[src/rtl/core/bpc_pkg.sv]
`timescale 1ns / 1ps
// ----------------------------------------------------------------------------
// Button press classifier package
// Widths, register map, reset values and result codes shared by the block.
// ----------------------------------------------------------------------------
package bpc_pkg;

	localparam int DURATION_BITS = 16;
	localparam int TICKS_BITS    = 16;
	localparam int CMP_BITS      = (DURATION_BITS > TICKS_BITS) ? DURATION_BITS : TICKS_BITS;

	localparam int ADDR_BITS = 5;
	localparam int DATA_BITS = 32;
	localparam int REG_IDX_BITS = 3;

	typedef logic [DURATION_BITS-1:0] duration_t;
	typedef logic [1:0]               code_t;

	// Register indexes.
	localparam logic [REG_IDX_BITS-1:0] REG_INTEGRATOR_LIMIT   = 3'd0;
	localparam logic [REG_IDX_BITS-1:0] REG_HELD_THRESHOLD     = 3'd1;
	localparam logic [REG_IDX_BITS-1:0] REG_RELEASED_THRESHOLD = 3'd2;
	localparam logic [REG_IDX_BITS-1:0] REG_LONG_PRESS_TICKS   = 3'd3;
	localparam logic [REG_IDX_BITS-1:0] REG_SHORT_PRESS_TICKS  = 3'd4;
	localparam logic [REG_IDX_BITS-1:0] REG_LONG_PRESS_ENABLE  = 3'd5;
	localparam logic [REG_IDX_BITS-1:0] REG_SHORT_PRESS_ENABLE = 3'd6;

	// Reset values.
	localparam logic [7:0]            RST_INTEGRATOR_LIMIT   = 8'd110;
	localparam logic [7:0]            RST_HELD_THRESHOLD     = 8'd100;
	localparam logic [7:0]            RST_RELEASED_THRESHOLD = 8'd10;
	localparam logic [TICKS_BITS-1:0] RST_LONG_PRESS_TICKS   = 16'd1000;
	localparam logic [TICKS_BITS-1:0] RST_SHORT_PRESS_TICKS  = 16'd50;

	// Event codes.
	localparam code_t EVENT_NONE  = 2'd0;
	localparam code_t EVENT_PRESS = 2'd1;
	localparam code_t EVENT_LONG  = 2'd2;

	// Debounced level codes.
	localparam code_t LEVEL_RELEASED = 2'd0;
	localparam code_t LEVEL_BETWEEN  = 2'd1;
	localparam code_t LEVEL_HELD     = 2'd2;

endpackage

[src/rtl/core/bpc_sample_if.sv]
`timescale 1ns / 1ps
// ----------------------------------------------------------------------------
// Sample channel
// Valid/ready channel carrying one sampled button pin level per transaction.
// ----------------------------------------------------------------------------
interface bpc_sample_if;
	logic valid;
	logic ready;
	logic pin_high;

	modport source (output valid, output pin_high, input ready);
	modport sink (input valid, input pin_high, output ready);
endinterface

[src/rtl/core/bpc_result_if.sv]
`timescale 1ns / 1ps
// ----------------------------------------------------------------------------
// Result channel
// Valid/ready channel carrying the press event and debounced level.
// ----------------------------------------------------------------------------
interface bpc_result_if;
	logic       valid;
	logic       ready;
	logic [1:0] press_event;
	logic [1:0] debounced_level;

	modport source (output valid, output press_event, output debounced_level, input ready);
	modport sink (input valid, input press_event, input debounced_level, output ready);
endinterface

[src/rtl/core/button_press_classifier.sv]
`timescale 1ns / 1ps
// ----------------------------------------------------------------------------
// Button press classifier
// Integrating debouncer with ordinary and long press detection.
// ----------------------------------------------------------------------------
// Pipeline: the result of a sample transaction passes through the input register,
// then the result register, which holds it while the result channel stalls.
// Throughput: one sample per cycle while the result channel does not stall;
// the integrator and duration updates are a combinational read-modify-write
// between the two registers.
// Reset: arst_n clears the integrator, the duration and all valid flags, and
// loads the configuration registers with their default values.
module button_press_classifier (
	input  logic                              clk,
	input  logic                              arst_n,
	bpc_sample_if.sink                        sample,
	bpc_result_if.source                      result,
	input  logic                              psel,
	input  logic                              penable,
	input  logic                              pwrite,
	input  logic [bpc_pkg::ADDR_BITS-1:0]     paddr,
	input  logic [bpc_pkg::DATA_BITS-1:0]     pwdata,
	output logic [bpc_pkg::DATA_BITS-1:0]     prdata,
	output logic                              pready
);
	import bpc_pkg::*;

	// Configuration registers.
	logic [7:0]            integrator_limit_q;
	logic [7:0]            held_threshold_q;
	logic [7:0]            released_threshold_q;
	logic [TICKS_BITS-1:0] long_press_ticks_q;
	logic [TICKS_BITS-1:0] short_press_ticks_q;
	logic                  long_press_enable_q;
	logic                  short_press_enable_q;

	logic [REG_IDX_BITS-1:0] reg_idx;
	logic                    cfg_write;

	assign pready    = 1'b1;
	assign reg_idx   = paddr[ADDR_BITS-1:2];
	assign cfg_write = psel & penable & pwrite & pready;

	always_ff @(posedge clk or negedge arst_n) begin
		if (!arst_n) begin
			integrator_limit_q   <= RST_INTEGRATOR_LIMIT;
			held_threshold_q     <= RST_HELD_THRESHOLD;
			released_threshold_q <= RST_RELEASED_THRESHOLD;
			long_press_ticks_q   <= RST_LONG_PRESS_TICKS;
			short_press_ticks_q  <= RST_SHORT_PRESS_TICKS;
			long_press_enable_q  <= 1'b0;
			short_press_enable_q <= 1'b0;
		end else if (cfg_write) begin
			unique case (reg_idx)
				REG_INTEGRATOR_LIMIT:   integrator_limit_q   <= pwdata[7:0];
				REG_HELD_THRESHOLD:     held_threshold_q     <= pwdata[7:0];
				REG_RELEASED_THRESHOLD: released_threshold_q <= pwdata[7:0];
				REG_LONG_PRESS_TICKS:   long_press_ticks_q   <= pwdata[TICKS_BITS-1:0];
				REG_SHORT_PRESS_TICKS:  short_press_ticks_q  <= pwdata[TICKS_BITS-1:0];
				REG_LONG_PRESS_ENABLE:  long_press_enable_q  <= pwdata[0];
				REG_SHORT_PRESS_ENABLE: short_press_enable_q <= pwdata[0];
				default: ;
			endcase
		end
	end

	always_comb begin
		prdata = '0;
		unique case (reg_idx)
			REG_INTEGRATOR_LIMIT:   prdata[7:0]            = integrator_limit_q;
			REG_HELD_THRESHOLD:     prdata[7:0]            = held_threshold_q;
			REG_RELEASED_THRESHOLD: prdata[7:0]            = released_threshold_q;
			REG_LONG_PRESS_TICKS:   prdata[TICKS_BITS-1:0] = long_press_ticks_q;
			REG_SHORT_PRESS_TICKS:  prdata[TICKS_BITS-1:0] = short_press_ticks_q;
			REG_LONG_PRESS_ENABLE:  prdata[0]              = long_press_enable_q;
			REG_SHORT_PRESS_ENABLE: prdata[0]              = short_press_enable_q;
			default: ;
		endcase
	end

	// Input register.
	logic valid_s1;
	logic pin_s1;
	logic advance;

	// Result register.
	logic  out_valid_q;
	code_t event_q;
	code_t level_q;

	// Debounce state.
	logic [7:0] integrator_q;
	duration_t  duration_q;

	assign advance      = valid_s1 & (~out_valid_q | result.ready);
	assign sample.ready = ~valid_s1 | advance;

	always_ff @(posedge clk or negedge arst_n) begin
		if (!arst_n) begin
			valid_s1 <= 1'b0;
		end else if (sample.ready) begin
			valid_s1 <= sample.valid;
		end
	end

	always_ff @(posedge clk) begin
		if (sample.ready && sample.valid) begin
			pin_s1 <= sample.pin_high;
		end
	end

	// Next-state logic for one sample.
	logic [7:0]          integrator_nxt;
	duration_t           duration_nxt;
	code_t               event_nxt;
	code_t               level_nxt;
	logic [CMP_BITS-1:0] duration_ext;
	logic [CMP_BITS-1:0] long_ext;
	logic [CMP_BITS-1:0] short_ext;

	assign duration_ext = CMP_BITS'(duration_q);
	assign long_ext     = CMP_BITS'(long_press_ticks_q);
	assign short_ext    = CMP_BITS'(short_press_ticks_q);

	always_comb begin
		integrator_nxt = integrator_q;
		if (pin_s1 && (integrator_q < integrator_limit_q)) begin
			integrator_nxt = integrator_q + 8'd1;
		end else if (integrator_q != 8'd0) begin
			integrator_nxt = integrator_q - 8'd1;
		end

		duration_nxt = duration_q;
		event_nxt    = EVENT_NONE;
		// Held takes priority when the thresholds are crossed.
		if (integrator_nxt > held_threshold_q) begin
			level_nxt = LEVEL_HELD;
			if (duration_q != {DURATION_BITS{1'b1}}) begin
				duration_nxt = duration_q + duration_t'(1);
			end
		end else if (integrator_nxt < released_threshold_q) begin
			level_nxt = LEVEL_RELEASED;
			if ((duration_ext > long_ext) && long_press_enable_q) begin
				event_nxt = EVENT_LONG;
			end else if ((duration_ext > short_ext) && short_press_enable_q) begin
				event_nxt = EVENT_PRESS;
			end
			duration_nxt = '0;
		end else begin
			level_nxt = LEVEL_BETWEEN;
		end
	end

	always_ff @(posedge clk or negedge arst_n) begin
		if (!arst_n) begin
			integrator_q <= '0;
			duration_q   <= '0;
			out_valid_q  <= 1'b0;
		end else begin
			if (advance) begin
				integrator_q <= integrator_nxt;
				duration_q   <= duration_nxt;
				out_valid_q  <= 1'b1;
			end else if (result.ready) begin
				out_valid_q <= 1'b0;
			end
		end
	end

	always_ff @(posedge clk) begin
		if (advance) begin
			event_q <= event_nxt;
			level_q <= level_nxt;
		end
	end

	assign result.valid           = out_valid_q;
	assign result.press_event     = event_q;
	assign result.debounced_level = level_q;

endmodule
[src/flat_wrapper.sv]
// flat-port wrapper written by rule: the top's interface ports become plain ports
module button_press_classifier_flat import bpc_pkg::*;
  (clk, arst_n, psel, penable, pwrite, paddr, pwdata, prdata, pready, sample_valid, sample_pin_high, sample_ready, result_valid, result_press_event, result_debounced_level, result_ready);
  bpc_sample_if sample_i ();
  bpc_result_if result_i ();
  input  logic clk;
  input  logic arst_n;
  input  logic psel;
  input  logic penable;
  input  logic pwrite;
  input  logic [bpc_pkg::ADDR_BITS-1:0] paddr;
  input  logic [bpc_pkg::DATA_BITS-1:0] pwdata;
  output logic [bpc_pkg::DATA_BITS-1:0] prdata;
  output logic pready;
  input wire logic [$bits(sample_i.valid)-1:0] sample_valid;
  input wire logic [$bits(sample_i.pin_high)-1:0] sample_pin_high;
  output wire logic [$bits(sample_i.ready)-1:0] sample_ready;
  output wire logic [$bits(result_i.valid)-1:0] result_valid;
  output wire logic [$bits(result_i.press_event)-1:0] result_press_event;
  output wire logic [$bits(result_i.debounced_level)-1:0] result_debounced_level;
  input wire logic [$bits(result_i.ready)-1:0] result_ready;
  assign sample_i.valid = sample_valid;
  assign sample_i.pin_high = sample_pin_high;
  assign sample_ready = sample_i.ready;
  assign result_valid = result_i.valid;
  assign result_press_event = result_i.press_event;
  assign result_debounced_level = result_i.debounced_level;
  assign result_i.ready = result_ready;
  button_press_classifier u_core (.clk(clk), .arst_n(arst_n), .sample(sample_i), .result(result_i), .psel(psel), .penable(penable), .pwrite(pwrite), .paddr(paddr), .pwdata(pwdata), .prdata(prdata), .pready(pready));
endmodule
[config.mk]
export PLATFORM = sky130hd
export DESIGN_NAME = button_press_classifier_flat
export DESIGN_NICKNAME = d
export VERILOG_FILES = /design/src/rtl/core/bpc_pkg.sv /design/src/rtl/core/bpc_sample_if.sv /design/src/rtl/core/bpc_result_if.sv /design/src/rtl/core/button_press_classifier.sv /design/src/flat_wrapper.sv
export SDC_FILE = /design/constraint.sdc
export NUM_CORES = 1
export LEC_CHECK = 0
export BUFFER_PORTS_ARGS = -buffer_cell sky130_fd_sc_hd__buf_2
export CORE_MARGIN = 4
export CORE_UTILIZATION = 60
export CTS_BUF_LIST = sky130_fd_sc_hd__clkbuf_8
export DETAILED_ROUTE_END_ITERATION = 16
export PLACE_DENSITY = 0.86
export SYNTH_ARGS = -nofsm -noshare
export SYNTH_HDL_FRONTEND = slang
export SYNTH_SLANG_ARGS = --single-unit
[constraint.sdc]
create_clock -name clk -period 5.8 [get_ports clk]
set_input_delay 0.58 -clock clk [delete_from_list [all_inputs] [get_ports clk]]
set_output_delay 0.58 -clock clk [all_outputs]
set_load 0.005 [all_outputs]
==> results.md, run 1 <==
- RD Place Congestion: 0.8723
- Area grow syn2layout: 6.932%
- Post-synth EDFFs: 5
- ANT cells: 0
- Share of layout cells above drive strength 1: 14.54%
- Clock sink total: 89
- PD cells: 355.8 nW/um2
- Tot Pwr: 2.328 mW
- Die height: 109.0 um
- WP data arrival: 5210 ps
- Post-CTS resize count: 0
- Worst VDD drop: 0.0002177 V
- Final ANT Viol Nets: 0
- Grt met3 use: 3.730%
- Routed vias: 5208
- Vias in the first global route: 5367
- Yosys reg bits: 89
- Routed WL: 15510 um
- Avg Inst Size Synth: 8.816 um2
- Final Hold Viols: 0
- Num CTS Buffers: 9
- Relative slew margins: 20.10%
- Io pins: 84
- CTS tree: built
- Detailed Route Iter0 Violations: 525
- Hold WC Path Type: primary input to async pin
- Die W: 109.0 um
- Final #Nets: 820
- Port Buffers: 48
- Vias per cell: 6.091
- Max-cap violations: 0
- GRT busiest layer: met2
- CTS clk-pin slew, worst paths: 100 ps
- Most common cell in the netlist: nand2_1
- Clk buf depth: 2
- GR Overflow Total: 0
- CP Launch Type: flip-flop
- Tcrit/Tclk final: 85.36%
- DR pass1 iterations: 5
- Yosys warnings: 0
- Worst skew pair latency: 380 ps
- Met2 GRT Util: 46.89%
- Number of hold buffers added after CTS: 0
- Final Critical Period: 4951 ps
- Setup Crit Path Kind: flip-flop to flip-flop
- Reg2Reg Setup Slack: 850 ps
- Met1 Use GR: 36.25%
- Synth top area share: 26.58%
- CP Max Fanout: 14
- P_leak: 3.150 nW
- First-pass GRT wire length: 25870 um
- FFs w/ async S/R, synth: 94.38%
- Sum Neg Setup Slack: 0 ps
- Post-DP HPWL: 11540 um
- Non-Filler Cell Area, Final: 6543 um2
- Final core utilization: 66.32%
- Ranking of synthesized cells by area: dfrtp_1 27%, ha_1 12%, dfstp_2 8.2%
- Largest net degree at the start of global routing: 85
- Synthesized instance count: 694
- Drt wl/cell: 18.14 um
- Die area: 11880 um2
- Final worst clock skew: 19.38 ps
- Post-synth top flop: dfrtp_1
- Synth unique cells: 64
- Mapped cell area: 6118 um2
- Root buffer cell: clkbuf_8
- Sequential-to-total area share from yosys stat: 37.20%
- Setup-failing EPs final: 0
- Worst Max-Slew Pin Slew: 1189 ps
- Hold slack: 341.8 ps
- Worst path required time: 6050 ps
- Core area: 9864 um2
- Initial cell density of the core: 62.02%
- Initial antenna violation count: 0
- Postcts setup bufs: 0
- H-tree Lvls: 3
- Cell accounting for the most synthesized area: dfrtp_1
- Placed instance area: 6334 um2
- Max frequency: 202.0 MHz
- RSZ-0062 raised after global routing: no
- Critical Path Sink Type: flip-flop
- Overall routing resource usage: 27.93%
- Rows: 36
- Fin. max-slew vios: 0
- Status: finished clean
- # DRC: 0
- Commonest cells in the netlist: 69 x nand2_1, 66 x inv_1, 65 x dfrtp_1, 64 x o21ai_0, 57 x ha_1
## final cells by class
type	instances	area, um2
inverters	66	247.7
fillers	791	3322
flip-flops and latches	89	2276
clock buffers	9	123.9
well taps	133	166.4
multi-input cells	503	3393
clock inverters	6	85.08
repair buffers	49	250.2
## registers in the layout, indices dropped and copies added, names as in the netlist, 2 cells and up
name and cells:
u_core.integrator_q 8, u_core.result.press_event 2, u_core.released_threshold_q 8, u_core.short_ext 16
u_core.result.debounced_level 2, u_core.duration_ext 16, u_core.long_ext 16, u_core.integrator_limit_q 8
u_core.held_threshold_q 8
## placed cells by master, fill, tap and decap left out, types with 8 or more instances in the layout
cell type   n
inv_1      67
nor2b_1     8
nand3_1    12
a21oi_1    32
a22o_1      8
clkbuf_8    9
o21ai_0    64
o22ai_1     8
ha_1       57
dfstp_2    19
buf_2      47
a21o_1     11
mux2_2     15
conb_1     17
nand2_1    69
nand4_1    14
nor2_1     44
dfrtp_1    65
mux2i_1    23
nor3_1     16
o2bb2ai_1  13
and3_1     10
## path summary, 6_finish.rpt
| path | startpoint | to | depth (start not counted) |
|---|---|---|---|
| setup / recovery | u_core.integrator_q[0]$_DFFE_PN0P_ | u_core.duration_ext[15]$_DFFE_PN0P_ | 14 |
| hold / removal | arst_n | u_core.integrator_q[7]$_DFFE_PN0P_ | 1 |
| setup reg to reg | u_core.integrator_q[0]$_DFFE_PN0P_ | u_core.duration_ext[15]$_DFFE_PN0P_ | 14 |
| hold reg to reg | u_core.valid_s1$_DFFE_PN0N_ | u_core.result.valid$_DFFE_PN0P_ | 1 |
| max in group asynchronous | arst_n | u_core.short_ext[13]$_DFFE_PN0P_ | 1 |
| min in group clk | sample_pin_high | u_core.pin_s1$_DFFE_PP_ | 1 |
## kinds of logic after synthesis
| kind of cell | synth area share, % |
|---|---|
| and+or+nand+nor | 15.66 |
| AOI/OAI and AO/OA | 20.04 |
| buffers and inverters | 8.364 |
| DFF | 37.20 |
| adders and majority gates | 11.66 |
| muxes | 6.523 |
| xor gates and xnor gates | 0.4295 |
| other | 0.1227 |
## metal layers
| layer | wire [um] | vias up |
|---|---|---|
| met1 | 6536 | 2487 |
| met4 | 462 | 0 |
| met3 | 952 | 41 |
| met2 | 7558 | 202 |
| met5 | 0 | - |
| li1 | - | 2478 |
## power by group
group          internal [mW]  leakage, nW  switching, mW
clock network          0.239        0.106          0.233
logic                  0.380         2.00          0.567
registers              0.771         1.04          0.138
total                   1.39         3.15          0.938
## worst max-delay path: stages, from the launching register on
cell	delay, ps
dfrtp_1	540
inv_1	190
ha_1	260
or4b_1	460
or4_1	580
and2_1	260
a22oi_1	210
a21oi_1	170
ha_1	320
a21oi_1	130
o21ai_0	140
a2111o_1	460
a2111oi_1	570
o31ai_4	260
a21o_1	260
## metrics by stage
stage | std cells | setup slack, ps
after CTS | 855 | 892.3
after floorplan | 709 | 1396
after global routing | 855 | 464.0
after global placement | 840 | 999.0
final | 855 | 848.9
after detailed placement | 840 | 919.5
No activity file was read; power rests on OpenSTA's default activity.
==> inputs of run 2 (changes only) <==
==> constraint.sdc (replaced) <==
create_clock -name clk -period 4.89 [get_ports clk]
set_input_delay 0.489 -clock clk [delete_from_list [all_inputs] [get_ports clk]]
set_output_delay 0.489 -clock clk [all_outputs]
set_load 0.005 [all_outputs]
==> run 2 against run 1 <==
Net effect: first-iteration DRC count is 18% higher; setup slack got worse by 500 ps; flip-flop and latch count stayed put; critical path depth stayed put; clock skew fell by 5.6 ps; register-to-register slack worse by 500 ps; sequential share of layout area about the same; sequential power grew 16%; global-route usage down 1.2 points; maximum frequency rose by 9.1%; critical path type unchanged; largest cell class unchanged.
==> results.md, run 2 (synthesis results as in run 1) <==
- Status: finished clean (unchanged)
- Worst VDD drop: 0.0002579 V (was 0.0002177 V)
- Worst-case reg-to-reg path depth: 14 (unchanged)
- Post-DP HPWL: 11110 um (was 11540 um)
- RD Place Congestion: 0.8632 (was 0.8723)
- CTS tree: built (unchanged)
- Detailed Route Iter0 Violations: 622 (was 525)
- Num CTS Buffers: 9 (unchanged)
- Routed WL: 15110 um (was 15510 um)
- Setup Crit Path Kind: flip-flop to flip-flop (unchanged)
- Worst skew pair latency: 380 ps (about the same)
- Filler cells: 741 (was 791)
- Sum Neg Setup Slack: 0 ps (unchanged)
- Commonest non-fill, non-tap cell in the layout: nand2_1 (unchanged)
- DR pass1 iterations: 5 (unchanged)
- Placed Cells: 844 (was 840)
- Number of hold buffers added after CTS: 0 (unchanged)
- Rows: 36 (unchanged)
- Multi-input gate area: 3393 um2 (unchanged)
- Largest net degree at the start of global routing: 85 (unchanged)
- Die W: 109.0 um (unchanged)
- GR Overflow Total: 0 (unchanged)
- Hold slack: 267.5 ps (was 341.8 ps)
- Final ANT Viol Nets: 0 (unchanged)
- Tot Pwr: 2.698 mW (was 2.328 mW)
- Relative slew margins: 19.23% (was 20.10%)
- Placed instance area: 6364 um2 (was 6334 um2)
- Core area: 9864 um2 (unchanged)
- Commonest cells after routing, fill and taps aside: 69 x nand2_1, 67 x inv_1, 65 x dfrtp_1 (unchanged)
- RSZ-0062 raised after global routing: no (unchanged)
- Post-CTS resize count: 0 (unchanged)
- Placement Setup Slack: 607.5 ps (was 919.5 ps)
- CP Max Fanout: 14 (unchanged)
- P_leak: 3.153 nW (was 3.150 nW)
- First-pass GRT wire length: 24600 um (was 25870 um)
- Non-Filler Cell Area, Final: 6544 um2 (was 6543 um2)
- Die area: 11880 um2 (unchanged)
- CP Launch Type: flip-flop (unchanged)
- Drt wl/cell: 17.57 um (was 18.14 um)
- Sequential Area: 2276 um2 (unchanged)
- Worst path required time: 5200 ps (was 6050 ps)
- Worst Max-Slew Pin Slew: 1202 ps (was 1189 ps)
- Initial cell density of the core: 62.02% (unchanged)
- Reg2Reg Setup Slack: 350 ps (was 850 ps)
- Max-cap violations: 0 (unchanged)
- ANT cells: 0 (unchanged)
- Final worst clock skew: 13.77 ps (was 19.38 ps)
- Initial antenna violation count: 0 (unchanged)
- Final non-filler cell total: 860 (was 855)
- Routed vias: 5294 (was 5208)
- Port Buffers: 48 (unchanged)
- Clock sink total: 89 (unchanged)
- Final core utilization: 66.34% (was 66.32%)
- CTS clk-pin slew, worst paths: 90 ps (was 100 ps)
- Tcrit/Tclk final: 92.79% (was 85.36%)
- Setup slack after layout: 352.4 ps (was 848.9 ps)
- H-tree Lvls: 3 (unchanged)
- Critical Path Sink Type: flip-flop (unchanged)
- Worst Setup SP: u_core.integrator_q[3]$_DFFE_PN0P_ (was u_core.integrator_q[0]$_DFFE_PN0P_)
- RR Startpoint: u_core.integrator_q[3]$_DFFE_PN0P_ (was u_core.integrator_q[0]$_DFFE_PN0P_)
- # DRC: 0 (unchanged)
- Final Critical Period: 4538 ps (was 4951 ps)
- Reg2reg end: u_core.duration_ext[15]$_DFFE_PN0P_ (unchanged)
- Root buffer cell: clkbuf_8 (unchanged)
- Fin. max-slew vios: 0 (unchanged)
- Setup-failing EPs final: 0 (unchanged)
- Vias per cell: 6.156 (was 6.091)
- Final #Nets: 824 (was 820)
- Final Hold Viols: 0 (unchanged)
- Postcts setup bufs: 0 (unchanged)
- Hold WC Path Type: primary input to async pin (unchanged)
- Clk buf depth: 2 (unchanged)
- Die height: 109.0 um (unchanged)
- Io pins: 84 (unchanged)
- PD cells: 412.2 nW/um2 (was 355.8 nW/um2)
- Vias in the first global route: 5094 (was 5367)
- Share of layout cells above drive strength 1: 15.13% (was 14.54%)
- WP data arrival: 4840 ps (was 5210 ps)
- Max frequency: 220.4 MHz (was 202.0 MHz)
- Overall routing resource usage: 26.72% (was 27.93%)
- Area grow syn2layout: 6.953% (was 6.932%)
## run 2: how the worst max path moves through the flow
stage | to | slack, ps | cells after the start
floorplan | u_core.duration_ext[10]$_DFFE_PN0P_ | 490 | 17
global placement | u_core.duration_ext[15]$_DFFE_PN0P_ | 630 | 14
detailed placement | u_core.duration_ext[11]$_DFFE_PN0P_ | 610 | 14
CTS | u_core.duration_ext[11]$_DFFE_PN0P_ | 470 | 14
global route | u_core.duration_ext[12]$_DFFE_PN0P_ | 90 | 14
finish | u_core.duration_ext[15]$_DFFE_PN0P_ | 350 | 14
## run 2: worst max-delay path: stages, from the launching register on
cell and delay (ps):
dfrtp_1 620, ha_1 320, a211oi_1 280, o21a_1 190, o21a_1 420, and2_1 230
a31oi_1 130, o21ai_0 470, ha_1 270, a21oi_1 70, o21ai_0 220, o21bai_1 190
o21ai_0 230, o31ai_4 630, a21o_1 210
## run 2: layout make-up
type / instances / share of cell area [%]
Multi-Input combinational cell: 503 / 51.85
Sequential cell: 89 / 34.78
Timing Repair Buffer: 53 / 4.283
Inverter: 66 / 3.786
Tap cell: 133 / 2.543
Clock buffer: 10 / 2.103
Clock inverter: 6 / 0.6501
## run 2: report_power, final
group	switching [mW]	total, mW	internal (mW)	leakage (nW)
clock network	0.284	0.484	0.200	0.0906
logic	0.689	1.16	0.472	2.02
registers	0.137	1.05	0.915	1.04
## run 2: routing by layer
metal / part of all wire, % / GRT usage (%) / vias up / wire (um)
met5: 0 / 0 / - / 0
met4: 3.4 / 12.17 / 0 / 515
met3: 8.3 / 3.612 / 38 / 1255
met2: 47 / 43.16 / 241 / 7103
met1: 41 / 35.77 / 2511 / 6236
li1: - / - / 2504 / -
==> inputs of run 3 (changes only) <==
--- a/config.mk
+++ b/config.mk
@@ -5,12 +5,14 @@
 export SDC_FILE = /design/constraint.sdc
 export NUM_CORES = 1
 export LEC_CHECK = 0
+export ABC_AREA = 0
 export BUFFER_PORTS_ARGS = -buffer_cell sky130_fd_sc_hd__buf_2
 export CORE_MARGIN = 4
-export CORE_UTILIZATION = 60
+export CORE_UTILIZATION = 54
 export CTS_BUF_LIST = sky130_fd_sc_hd__clkbuf_8
 export DETAILED_ROUTE_END_ITERATION = 16
-export PLACE_DENSITY = 0.86
+export PLACE_DENSITY = 0.82
+export SLEW_MARGIN = 20
 export SYNTH_ARGS = -nofsm -noshare
 export SYNTH_HDL_FRONTEND = slang
 export SYNTH_SLANG_ARGS = --single-unit
==> constraint.sdc (replaced) <==
create_clock -name clk -period 3.65 [get_ports clk]
set_input_delay 0.365 -clock clk [delete_from_list [all_inputs] [get_ports clk]]
set_output_delay 0.365 -clock clk [all_outputs]
set_load 0.005 [all_outputs]
==> run 3 against run 2 <==
Net effect: the flow now finishes with violations (negative setup slack); maximum frequency up 11%; register-to-register slack worse by 770 ps; largest power group unchanged; clock power up 55%; cell area up 15%; sequential share of layout area down 4.4 points; critical path depth up 4; sequential power up 31%; count of clock-buffer cells in the layout down 1; setup slack worse by 770 ps; flip-flop and latch count unchanged; combinational power up 130%; critical path type unchanged; clock skew up 2.9 ps.
==> results.md, run 3 (synthesis results as in run 1) <==
- Status: complete, but fails checks (was finished clean)
- Violations in the final reports: negative setup slack
- Detailed Route Iter0 Violations: 577 (was 622)
- Routed WL: 18070 um (was 15110 um)
- Final core utilization: 68.27% (was 66.34%)
- Combinational share of power: 55.9% (was 43.0%)
- Worst Setup SP: u_core.integrator_limit_q[3]$_DFFE_PN1P_ (was u_core.integrator_q[3]$_DFFE_PN0P_)
- Overall routing resource usage: 26.61% (was 26.72%)
- Drt wl/cell: 19.39 um (was 17.57 um)
- Fin. max-slew vios: 0 (unchanged)
- Worst skew pair latency: 380 ps (about the same)
- Reg2Reg Setup Slack: -420 ps (was 350 ps)
- Worst Max-Slew Pin Slew: 792.4 ps (was 1202 ps)
- P_leak: 3.547 nW (was 3.153 nW)
- H-tree Lvls: 3 (unchanged)
- PD cells: 645.0 nW/um2 (was 412.2 nW/um2)
- Final ANT Viol Nets: 0 (unchanged)
- Switch share: 40.19% (was 41.18%)
- Initial antenna violation count: 0 (unchanged)
- Clock sink total: 89 (unchanged)
- P_sw: 1.943 mW (was 1.111 mW)
- Placed instance area: 6774 um2 (was 6364 um2)
- Final Hold Viols: 0 (unchanged)
- First-pass GRT wire length: 27320 um (was 24600 um)
- Largest net degree at the start of global routing: 60 (was 85)
- Tcrit/Tclk final: 111.5% (was 92.79%)
- Worst setup endpoint: u_core.duration_ext[15]$_DFFE_PN0P_ (unchanged)
- # DRC: 0 (unchanged)
- Tot Pwr: 4.836 mW (was 2.698 mW)
- Vias per cell: 6.144 (was 6.156)
- Relative slew margins: 46.78% (was 19.23%)
- Clock share of power: 15.5% (was 17.9%)
- Final worst clock skew: 16.64 ps (was 13.77 ps)
- CP Max Fanout: 7 (was 14)
- Area grow syn2layout: 22.56% (was 6.953%)
- CTS tree: built (unchanged)
- Share of layout cells above drive strength 1: 28.79% (was 15.13%)
- Core area: 10980 um2 (was 9864 um2)
- Port Buffers: 48 (unchanged)
- Worst-case reg-to-reg path depth: 18 (was 14)
- Post-DP HPWL: 12200 um (was 11110 um)
- GR Overflow Total: 0 (unchanged)
- Die height: 114.4 um (was 109.0 um)
- CTS clk-pin slew, worst paths: 100 ps (was 90 ps)
- Die W: 114.4 um (was 109.0 um)
- Critical Path Sink Type: flip-flop (unchanged)
- Pint: 2.893 mW (was 1.587 mW)
- Clk buf depth: 2 (unchanged)
- Vias in the first global route: 5544 (was 5094)
- Commonest non-fill, non-tap cell in the layout: nand2_1 (unchanged)
- Setup slack after layout: -420.8 ps (was 352.4 ps)
- Setup Crit Path Kind: flip-flop to flip-flop (unchanged)
- Rows: 38 (was 36)
- Routed vias: 5726 (was 5294)
- RD Place Congestion: 0.9730 (was 0.8632)
- Final Critical Period: 4071 ps (was 4538 ps)
- Reg2reg end: u_core.duration_ext[15]$_DFFE_PN0P_ (unchanged)
- Root buffer cell: clkbuf_8 (unchanged)
- RSZ-0062 raised after global routing: yes (was no)
- Die area: 13100 um2 (was 11880 um2)
- WP data arrival: 4330 ps (was 4840 ps)
- Num CTS Buffers: 9 (unchanged)
- DR pass1 iterations: 6 (was 5)
- Initial cell density of the core: 55.71% (was 62.02%)
- Non-Filler Cell Area, Final: 7498 um2 (was 6544 um2)
- Placement Setup Slack: -367.1 ps (was 607.5 ps)
- Commonest cells after routing, fill and taps aside: 69 x nand2_1, 65 x buf_4, 65 x dfrtp_1 (was 69 x nand2_1, 67 x inv_1, 65 x dfrtp_1)
- Hold WC Path Type: primary input to async pin (unchanged)
- Final #Nets: 889 (was 824)
- Worst VDD drop: 0.0003873 V (was 0.0002579 V)
- Max-cap violations: 0 (unchanged)
- ANT cells: 0 (unchanged)
- Seq pwr share: 28.6% (was 39.0%)
- Io pins: 84 (unchanged)
- Setup-failing EPs final: 19 (was 0)
- Worst path required time: 3910 ps (was 5200 ps)
- Max frequency: 245.7 MHz (was 220.4 MHz)
- CP Launch Type: flip-flop (unchanged)
- RR Startpoint: u_core.integrator_limit_q[3]$_DFFE_PN1P_ (was u_core.integrator_q[3]$_DFFE_PN0P_)
==> run 3: changes by cell type in the layout (fill, tap and decap cells not counted), moves of 5 or more <==
| cell | previous run | this run |
|---|---|---|
| ha_4 | 0 | 6 |
| o21ai_0 | 64 | 57 |
| inv_1 | 67 | 62 |
| a21oi_1 | 32 | 27 |
| o2bb2ai_2 | 0 | 8 |
| o2bb2ai_1 | 13 | 5 |
| ha_1 | 57 | 50 |
| buf_4 | 6 | 65 |
==> run 3: final cells by class <==
class | count | area [um2]
Inverter | 66 | 255.2
Clock buffer | 9 | 123.9
Fill cell | 802 | 3485
Multi-Input combinational cell | 504 | 3792
Timing Repair Buffer | 117 | 788.3
Sequential cell | 89 | 2276
Tap cell | 140 | 175.2
Clock inverter | 7 | 87.58
==> run 3: worst min path at each step <==
stage                     cells after the start                            endpoint    from  slack (ps)
after detailed placement                      1  u_core.integrator_q[3]$_DFFE_PN0P_  arst_n         480
after CTS                                     1         u_core.valid_s1$_DFFE_PN0N_  arst_n          80
after floorplan                               0  u_core.duration_ext[0]$_DFFE_PN0P_  arst_n          70
final                                         1         u_core.valid_s1$_DFFE_PN0N_  arst_n          40
after global routing                          1  u_core.integrator_q[0]$_DFFE_PN0P_  arst_n         100
after global placement                        1  u_core.integrator_q[3]$_DFFE_PN0P_  arst_n         470
==> run 3: power groups by stage <==
stage                     sequential (mW)  combinational (mW)  clock (mW)
final                                1.38                2.70       0.752
after global routing                 1.40                2.94       0.794
after global placement               1.37                1.93           0
after detailed placement             1.38                2.00           0
after floorplan                      1.34                1.27           0
after CTS                            1.37                2.26       0.754
==> run 3: routing by layer <==
layer,routed length (um),GRT usage (%),up-vias
li1,-,-,2629
met1,7383,34.83,2735
met2,8621,43.58,299
met3,1422,3.858,63
met4,644,12.27,0
met5,0,0,-
==> run 3: worst max-delay path, stage by stage (launching register included) <==
cell and delay [ps]:
dfstp_2 550, inv_2 50, ha_4 270, o211ai_1 90
o21a_1 240, o21ai_4 190, buf_6 150, mux2i_2 230
nor2_1 70, a21oi_2 240, ha_4 270, a21oi_4 130
o21ai_2 90, a2111o_1 470, a2111oi_4 320, buf_4 190
o31ai_4 70, buf_12 200, a21o_1 150
==> run 3: timing repair <==
action | in CTS | in global routing
hold buffers | 0 | 0
pin swaps | 11 | 15
setup buffers | 7 | 11
endpoints found under the setup margin | 19 | 20
gates cloned | 1 | 0
resized for setup | 23 | 46
==> run 3: through the flow <==
stage	TNS (ps)	std cells	hold WS (ps)
2_1_floorplan	-2963	709	69.41
3_3_place_gp	-4411	898	471.7
3_5_place_dp	-5823	898	484.1
4_1_cts	-2106	922	75.82
5_1_grt	-8360	932	103.9
6_report	-6220	932	44.33
